**src/hw/rtl/mrp_pkg.sv**
```systemverilog
`timescale 1ns / 1ps

package mrp_pkg;

    localparam int LEN_W       = 28;
    localparam int TOPIC_W     = 16;
    localparam int MAX_RESULTS = 5;
    localparam int COUNT_W     = 3;

    localparam logic [LEN_W-1:0] MAX_BODY_RESET = 28'd4194304;

    localparam logic [2:0] KIND_TOPIC   = 3'd0;
    localparam logic [2:0] KIND_PAYLOAD = 3'd1;
    localparam logic [2:0] KIND_PUBACK  = 3'd2;
    localparam logic [2:0] KIND_DONE    = 3'd3;
    localparam logic [2:0] KIND_ERROR   = 3'd4;

    localparam logic [3:0] TYPE_PUBLISH  = 4'd3;
    localparam logic [7:0] PUBACK_HEADER = 8'h40;
    localparam logic [7:0] PUBACK_LENGTH = 8'h02;

    typedef enum logic [8:0] {
        PH_HEADER  = 9'b000000001,
        PH_LENGTH  = 9'b000000010,
        PH_TLEN_HI = 9'b000000100,
        PH_TLEN_LO = 9'b000001000,
        PH_TOPIC   = 9'b000010000,
        PH_PID_HI  = 9'b000100000,
        PH_PID_LO  = 9'b001000000,
        PH_PAYLOAD = 9'b010000000,
        PH_SKIP    = 9'b100000000
    } phase_t;

    // All results caused by one received byte, in delivery order.
    typedef struct packed {
        logic [COUNT_W-1:0]               count;
        logic [MAX_RESULTS-1:0][2:0]      kind;
        logic [MAX_RESULTS-1:0][7:0]      data;
    } result_group_t;

endpackage

```
**src/hw/rtl/mqtt_receive_parser.sv**
```systemverilog
`timescale 1ns / 1ps
// The first result of a byte is registered and appears in the cycle after the byte is accepted.
// Throughput: one byte per cycle while each byte yields at most one result and out_ready
// is high; a byte that yields n results (up to five: a PUBACK plus message done) holds input
// until the single-entry output port has drained the result queue down to its final entry.
// Reset (rst_n, asynchronous, active low) returns to waiting for a fixed header.

module mqtt_receive_parser
    import mrp_pkg::*;
(
    input  logic              clk,
    input  logic              rst_n,
    input  logic              in_valid,
    output logic              in_ready,
    input  logic [7:0]        rx_byte,
    output logic              out_valid,
    input  logic              out_ready,
    output logic [2:0]        result_kind,
    output logic [7:0]        data,
    output logic              last,
    input  logic              cfg_write_en,
    input  logic [LEN_W-1:0]  cfg_write_data
);

    result_group_t group;
    logic          accept;

    assign accept = in_valid && in_ready;

    mrp_parse u_parse (
        .clk            (clk),
        .rst_n          (rst_n),
        .accept         (accept),
        .rx_byte        (rx_byte),
        .cfg_write_en   (cfg_write_en),
        .cfg_write_data (cfg_write_data),
        .group          (group)
    );

    mrp_outq u_outq (
        .clk         (clk),
        .rst_n       (rst_n),
        .load        (accept),
        .group       (group),
        .can_load    (in_ready),
        .out_valid   (out_valid),
        .out_ready   (out_ready),
        .result_kind (result_kind),
        .data        (data),
        .last        (last)
    );

endmodule

```
**src/hw/rtl/mrp_parse.sv**
```systemverilog
`timescale 1ns / 1ps

module mrp_parse
    import mrp_pkg::*;
(
    input  logic                 clk,
    input  logic                 rst_n,
    input  logic                 accept,
    input  logic [7:0]           rx_byte,
    input  logic                 cfg_write_en,
    input  logic [LEN_W-1:0]     cfg_write_data,
    output result_group_t        group
);

    phase_t               phase_reg, phase_next;
    logic [1:0]           qos_reg, qos_next;
    logic                 is_publish_reg, is_publish_next;
    logic [LEN_W-1:0]     length_accum_reg, length_accum_next;
    logic [2:0]           length_count_reg, length_count_next;
    logic [LEN_W-1:0]     body_left_reg, body_left_next;
    logic [TOPIC_W-1:0]   topic_left_reg, topic_left_next;
    logic [7:0]           pid_high_reg, pid_high_next;
    logic                 stream_dead_reg, stream_dead_next;
    logic [LEN_W-1:0]     max_body_reg;

    always_comb
    begin
        logic [LEN_W-1:0]   bl;
        logic [LEN_W-1:0]   add;
        logic [LEN_W-1:0]   acc;
        logic [TOPIC_W-1:0] t;
        logic [2:0]         cnt_n;
        logic [COUNT_W-1:0] n;
        logic               done;
        logic               topic_end;

        phase_next        = phase_reg;
        qos_next          = qos_reg;
        is_publish_next   = is_publish_reg;
        length_accum_next = length_accum_reg;
        length_count_next = length_count_reg;
        body_left_next    = body_left_reg;
        topic_left_next   = topic_left_reg;
        pid_high_next     = pid_high_reg;
        stream_dead_next  = stream_dead_reg;
        group             = '0;
        n                 = '0;
        done              = 1'b0;
        topic_end         = 1'b0;
        add               = '0;
        acc               = '0;
        t                 = '0;
        cnt_n             = '0;
        bl                = body_left_reg;

        if (!stream_dead_reg)
        begin
            // The body counter runs down on every body byte.
            if (phase_reg != PH_HEADER && phase_reg != PH_LENGTH && body_left_reg != '0)
            begin
                bl = body_left_reg - LEN_W'(1);
            end
            body_left_next = bl;

            case (phase_reg)
                PH_LENGTH:
                begin
                    case (length_count_reg[1:0])
                        2'd0:    add = {21'd0, rx_byte[6:0]};
                        2'd1:    add = {14'd0, rx_byte[6:0], 7'd0};
                        2'd2:    add = {7'd0, rx_byte[6:0], 14'd0};
                        default: add = {rx_byte[6:0], 21'd0};
                    endcase
                    acc               = length_accum_reg + add;
                    cnt_n             = length_count_reg + 3'd1;
                    length_accum_next = acc;
                    length_count_next = cnt_n;
                    if (!rx_byte[7] || cnt_n >= 3'd4)
                    begin
                        if (acc > max_body_reg)
                        begin
                            stream_dead_next = 1'b1;
                            group.kind[0]    = KIND_ERROR;
                            n                = COUNT_W'(1);
                        end
                        else if (acc == '0)
                        begin
                            phase_next = PH_HEADER;
                        end
                        else
                        begin
                            body_left_next = acc;
                            if (is_publish_reg && acc >= LEN_W'(2))
                                phase_next = PH_TLEN_HI;
                            else
                                phase_next = PH_SKIP;
                        end
                    end
                end
                PH_TLEN_HI:
                begin
                    topic_left_next = {rx_byte, 8'd0};
                    phase_next      = PH_TLEN_LO;
                end
                PH_TLEN_LO:
                begin
                    t               = topic_left_reg | {8'd0, rx_byte};
                    topic_left_next = t;
                    if (bl < {12'd0, t})
                        phase_next = (bl == '0) ? PH_HEADER : PH_SKIP;
                    else if (t != '0)
                        phase_next = PH_TOPIC;
                    else
                        topic_end = 1'b1;
                end
                PH_TOPIC:
                begin
                    group.kind[0]   = KIND_TOPIC;
                    group.data[0]   = rx_byte;
                    n               = COUNT_W'(1);
                    t               = topic_left_reg - TOPIC_W'(1);
                    topic_left_next = t;
                    if (t == '0)
                        topic_end = 1'b1;
                end
                PH_PID_HI:
                begin
                    pid_high_next = rx_byte;
                    if (bl == '0)
                        done = 1'b1;
                    else
                        phase_next = PH_PID_LO;
                end
                PH_PID_LO:
                begin
                    if (qos_reg == 2'd1)
                    begin
                        group.kind[0] = KIND_PUBACK;
                        group.data[0] = PUBACK_HEADER;
                        group.kind[1] = KIND_PUBACK;
                        group.data[1] = PUBACK_LENGTH;
                        group.kind[2] = KIND_PUBACK;
                        group.data[2] = pid_high_reg;
                        group.kind[3] = KIND_PUBACK;
                        group.data[3] = rx_byte;
                        n             = COUNT_W'(4);
                    end
                    if (bl == '0)
                        done = 1'b1;
                    else
                        phase_next = PH_PAYLOAD;
                end
                PH_PAYLOAD:
                begin
                    group.kind[0] = KIND_PAYLOAD;
                    group.data[0] = rx_byte;
                    n             = COUNT_W'(1);
                    if (bl == '0)
                        done = 1'b1;
                end
                PH_SKIP:
                begin
                    if (bl == '0)
                        phase_next = PH_HEADER;
                end
                default:
                begin
                    is_publish_next   = (rx_byte[7:4] == TYPE_PUBLISH);
                    qos_next          = rx_byte[2:1];
                    length_accum_next = '0;
                    length_count_next = '0;
                    phase_next        = PH_LENGTH;
                end
            endcase

            // Topic complete: finish, read the packet id, or go to the payload.
            if (topic_end)
            begin
                if (bl == '0)
                    done = 1'b1;
                else if (qos_reg != 2'd0)
                    phase_next = PH_PID_HI;
                else
                    phase_next = PH_PAYLOAD;
            end

            if (done)
            begin
                group.kind[n] = KIND_DONE;
                group.data[n] = 8'd0;
                n             = n + COUNT_W'(1);
                phase_next    = PH_HEADER;
            end
        end

        group.count = n;
    end

    always_ff @(posedge clk or negedge rst_n)
    begin
        if (!rst_n)
        begin
            phase_reg        <= PH_HEADER;
            qos_reg          <= '0;
            is_publish_reg   <= 1'b0;
            length_accum_reg <= '0;
            length_count_reg <= '0;
            body_left_reg    <= '0;
            topic_left_reg   <= '0;
            pid_high_reg     <= '0;
            stream_dead_reg  <= 1'b0;
            max_body_reg     <= MAX_BODY_RESET;
        end
        else
        begin
            if (accept)
            begin
                phase_reg        <= phase_next;
                qos_reg          <= qos_next;
                is_publish_reg   <= is_publish_next;
                length_accum_reg <= length_accum_next;
                length_count_reg <= length_count_next;
                body_left_reg    <= body_left_next;
                topic_left_reg   <= topic_left_next;
                pid_high_reg     <= pid_high_next;
                stream_dead_reg  <= stream_dead_next;
            end
            if (cfg_write_en)
            begin
                max_body_reg <= cfg_write_data;
            end
        end
    end

    a_dead_sticky: assert property (@(posedge clk) disable iff (!rst_n)
        stream_dead_reg |=> stream_dead_reg)
        else $error("stream error state was left without reset");

    a_dead_silent: assert property (@(posedge clk) disable iff (!rst_n)
        stream_dead_reg |-> group.count == '0)
        else $error("results produced after a stream error");

    a_length_count: assert property (@(posedge clk) disable iff (!rst_n)
        length_count_reg <= 3'd4)
        else $error("remaining length ran past four bytes");

endmodule

```
**src/hw/rtl/mrp_outq.sv**
```systemverilog
`timescale 1ns / 1ps

module mrp_outq
    import mrp_pkg::*;
(
    input  logic           clk,
    input  logic           rst_n,
    input  logic           load,
    input  result_group_t  group,
    output logic           can_load,
    output logic           out_valid,
    input  logic           out_ready,
    output logic [2:0]     result_kind,
    output logic [7:0]     data,
    output logic           last
);

    logic [COUNT_W-1:0]          count_reg;
    logic [MAX_RESULTS-1:0][2:0] kind_reg;
    logic [MAX_RESULTS-1:0][7:0] data_reg;
    logic                        pop;

    assign out_valid   = (count_reg != '0);
    assign pop         = out_valid && out_ready;
    assign result_kind = kind_reg[0];
    assign data        = data_reg[0];
    assign last        = (count_reg == COUNT_W'(1));
    // A new request may enter when the queue is empty or its final entry leaves now.
    assign can_load    = (count_reg == '0) || (last && out_ready);

    always_ff @(posedge clk or negedge rst_n)
    begin
        if (!rst_n)
        begin
            count_reg <= '0;
        end
        else if (load)
        begin
            count_reg <= group.count;
        end
        else if (pop)
        begin
            count_reg <= count_reg - COUNT_W'(1);
        end
    end

    always_ff @(posedge clk)
    begin
        if (load)
        begin
            kind_reg <= group.kind;
            data_reg <= group.data;
        end
        else if (pop)
        begin
            for (int i = 0; i < MAX_RESULTS - 1; i++)
            begin
                kind_reg[i] <= kind_reg[i + 1];
                data_reg[i] <= data_reg[i + 1];
            end
        end
    end

    a_count_range: assert property (@(posedge clk) disable iff (!rst_n)
        count_reg <= COUNT_W'(MAX_RESULTS))
        else $error("result queue holds more than a full group");

    a_pop_step: assert property (@(posedge clk) disable iff (!rst_n)
        (pop && !load) |=> count_reg == $past(count_reg) - COUNT_W'(1))
        else $error("result queue count did not step down on a pop");

    a_load_empty: assert property (@(posedge clk) disable iff (!rst_n)
        load |-> (count_reg == '0) || (count_reg == COUNT_W'(1) && pop))
        else $error("group loaded over pending results");

endmodule

```
**config.mk**
```make
export PLATFORM = sky130hd
export DESIGN_NAME = mqtt_receive_parser
export DESIGN_NICKNAME = d
export VERILOG_FILES = /design/src/hw/rtl/mrp_pkg.sv /design/src/hw/rtl/mqtt_receive_parser.sv /design/src/hw/rtl/mrp_parse.sv /design/src/hw/rtl/mrp_outq.sv
export SDC_FILE = /design/constraint.sdc
export NUM_CORES = 1
export LEC_CHECK = 0
export BUFFER_PORTS_ARGS = -buffer_cell sky130_fd_sc_hd__buf_2
export CORE_ASPECT_RATIO = 1.4
export CORE_MARGIN = 4
export CORE_UTILIZATION = 40
export CTS_BUF_LIST = sky130_fd_sc_hd__clkbuf_4 sky130_fd_sc_hd__clkbuf_8
export DETAILED_ROUTE_END_ITERATION = 10
export REMOVE_ABC_BUFFERS = 1
export SYNTH_ARGS = -nofsm -noshare
export SYNTH_HDL_FRONTEND = slang
export SYNTH_HIERARCHICAL = 1
export SYNTH_SLANG_ARGS = --single-unit
```
**constraint.sdc**
```tcl
create_clock -name clk -period 16.2 [get_ports clk]
set_clock_uncertainty 0.2 [all_clocks]
set_input_delay 3.24 -clock clk [delete_from_list [all_inputs] [get_ports clk]]
set_output_delay 3.24 -clock clk [all_outputs]
set_load 0.05 [all_outputs]
```
==> impl_metrics.tcl <==
set metrics [dict create \
    cp-end-kind "flip-flop" \
    start_kind "primary input" \
    grt_max_degree 73 \
    ir_drop_mv 0.1035 \
    drt_iter0_markers 723 \
    drt_wl_total_mm 39.77 \
    synthesis.area_mm2 0.01335 \
    swShare_pct 33.65 \
    routedWlPerCell_um 20.57 \
    syn_area_per_cell_um2 8.979 \
    fp.dieH_um 224.2 \
    drt-pass1-iter-count 5 \
    holdWs_ns 0.3043 \
    synthToLayoutAreaGrowth_pct 6.279 \
    clock-sinks 182 \
    die_x_um 162.4 \
    fp-row-count 78 \
    hold_viol_final 0 \
    cts_buffers 17 \
    synth_seq_cells 182 \
    path_delay_family "compound AO/OA/AOI/OAI gates" \
    setup_violations 0 \
    fp.coreArea_mm2 0.03269 \
    status "completed" \
    drc 0 \
    clk_latency_ns 0.50 \
    yosys.area.top_type "dfrtp_1" \
    grt.total_usage_pct 21.57 \
    cts_buffer_depth 2 \
    seq_power_share_pct 49.1 \
    filler_cell_count 3238 \
    maxCapViolations 0 \
    fin_util_pct 43.40 \
    synth_seq_area_share_pct 36.19 \
    overflow 0 \
    largest_register_ffs 40 \
    dieArea_mm2 0.03641 \
    layout.nets 1598 \
    drive_above_1_share_pct 14.41 \
    cp_num_buf_inv 2 \
    yosysTopAreaCellShare_pct 23.43 \
    port_buffers 54 \
    power.density_mw_per_mm2 86.32 \
    clkPwrFrac_pct 27.9 \
    clk_pin_slew_ns 0.12 \
    antenna_found_initial 1 \
    final_cells 1933 \
    crit_arrival_ns 9.90 \
    crit_fanout 12 \
    yosysUniqueCellTypes 99 \
    ios 55 \
    gp_congestion 0.9808 \
    root_buffer "clkbuf_8" \
    cts_resized 0 \
    dp_hpwl_mm 28.70 \
    synth.area.top_cells "dfrtp_1, edfxtp_1, ha_1, mux2_2, o21ai_0" \
    crit_chain "buf_2 > and2_1 > ha_1 > fa_1 > a21o_1 > a311o_1 > a31oi_1 > xor2_1 > inv_1 > ha_1 > nand2_1 > or3_1 > a221oi_1 > a211oi_1 > maj3_1 > o21ai_0 > nand4_1 > a31o_2 > a21oi_1 > a21o_1 > ha_1 > nor2b_1 > a221o_1" \
    internal_power_w 0.0008127 \
    drv_slew 0 \
    required_ns 16.40 \
    h-tree-depth 4 \
    max_clock_freq_mhz 103.1 \
    critical_path_class "in2reg" \
    synth_top_flop_cell "dfrtp_1" \
    cts_setup_buffers 0 \
    finalCritPeriodShare_pct 59.90 \
    finalSetupTns_ns 0 \
    ant_nets 0 \
    rsz0062_at_grt "no" \
    cpPeakStageDelay_ns 0.85 \
    async_flop_share_pct 69.78 \
    first_global_vias 11183 \
    place_inst 1900 \
    slowest_stage "a21oi_1" \
    p_leak_nw 6.052 \
    worst_pin_slew_ns 1.105 \
    hold_buffers 0 \
    grt_pass1_wl_mm 61.84 \
    yosys_warnings 6 \
    viasPerCell 5.914 \
    start_util_pct 40.84 \
    p_comb_share_pct 23.0 \
    synthCells 1487 \
    cp_common_cell "ha_1" \
    cts_tree "done" \
    vias 11432 \
    p_sw_w 0.0004122 \
    fin_crit_ns 9.703 \
    synth_edf_count 55 \
    hold_path_class "reg2reg" \
    slew_headroom_pct 25.65 \
]
layout by cell type, fill, tap and decap left out, types with 28 or more instances in the layout:
cell      synthesis  final
a21oi_1          65     65
and2_1           54     53
buf_2             6     53
dfrtp_1         125    125
edfxtp_1         55     55
ha_1             77     77
inv_1            66     66
mux2_2           64     64
nand2_1         119    119
nand3_1          48     48
nand4_1          28     28
nor2_1           95     93
nor3_1           64     64
o21ai_0         112    112
logic make-up after synthesis:
family                     synth area share (%)
muxes                                     5.773
AOI/OAI and AO/OA                         19.00
and+or+nand+nor                           21.91
xor gates and xnor gates                  2.999
DFF                                       36.19
other                                   0.02809
adders and majority gates                 7.441
buffers and inverters                     6.654
power by group through the flow:
stage | clock [W] | sequential (W) | combinational (W)
after global routing | 0.000370 | 0.000609 | 0.000307
after global placement | 0 | 0.000611 | 0.000279
after floorplan | 0 | 0.000659 | 0.000160
after CTS | 0.000353 | 0.000603 | 0.000286
final | 0.000341 | 0.000602 | 0.000282
after detailed placement | 0 | 0.000613 | 0.000284
worst register-to-register path, cell delays in order (launching register included):
cell and delay (ns):
dfrtp_1 0.46, ha_1 0.49, nor2b_1 0.20, and2_1 0.21, ha_1 0.20, fa_1 0.40, a21o_1 0.21, a311o_1 0.43
a31oi_1 0.30, xor2_1 0.34, inv_1 0.08, ha_1 0.28, nand2_1 0.07, or3_1 0.39, a221oi_1 0.32, a211oi_1 0.10
maj3_1 0.36, o21ai_0 0.40, nand4_1 0.15, a31o_2 0.29, a21oi_1 0.85, a21o_1 0.33, ha_1 0.26, nor2b_1 0.13
a221o_1 0.36
cell type report:
class                           instances  area [um^2]  area share [%]
Clock inverter                         15        206.4           1.455
Inverter                               68        255.2           1.799
Antenna cell                            1        2.502         0.01764
Timing Repair Buffer                   69        389.1           2.742
Sequential cell                       182         4832           34.05
Tap cell                              440        550.5           3.880
Multi-Input combinational cell       1141         7720           54.40
Clock buffer                           17        234.0           1.649
Yosys cell counts, drive strengths merged (20+ instances only):
| master | count |
|---|---|
| a211oi | 23 |
| a21oi | 65 |
| and2 | 54 |
| buf | 48 |
| clkbuf | 68 |
| dfrtp | 125 |
| edfxtp | 55 |
| ha | 77 |
| inv | 68 |
| mux2 | 64 |
| nand2 | 120 |
| nand3 | 48 |
| nand4 | 28 |
| nor2 | 96 |
| nor3 | 67 |
| nor4 | 26 |
| o21ai | 113 |
| xnor2 | 23 |
| xor2 | 20 |
per-layer routing:
layer / share of wire (%) / vias up / global-route usage [%]
li1: - / 5440 / -
met1: 40 / 5536 / 25.76
met2: 52 / 366 / 38.89
met3: 4.2 / 90 / 2.374
met4: 4.0 / 0 / 9.528
met5: 0 / - / 0
per-stage QoR:
step | power (W) | area [um^2] | setup slack [ns]
finish | 0.001225 | 14190 | 6.497
detailed placement | 0.0008967 | 13750 | 6.018
CTS | 0.001242 | 14190 | 6.533
global placement | 0.0008895 | 13750 | 6.205
global route | 0.001286 | 14190 | 6.139
floorplan | 0.0008192 | 12790 | 6.188
path summary, 6_finish.rpt:
kind                                             start                        to  slack [ns]  cells past startpoint
setup / recovery                            rx_byte[0]       u_outq/count_reg[0]        6.50                     23
hold / removal                 u_parse/pid_high_reg[0]   u_parse/pid_high_reg[0]        0.30                      1
setup reg to reg           u_parse/length_count_reg[0]       u_outq/count_reg[0]        8.28                     24
hold reg to reg                u_parse/pid_high_reg[0]   u_parse/pid_high_reg[0]        0.30                      1
max in group asynchronous                        rst_n   u_parse/pid_high_reg[5]       11.87                      2
min in group asynchronous                        rst_n  u_parse/max_body_reg[21]        2.50                      1
No activity file was read; power rests on OpenSTA's default activity.
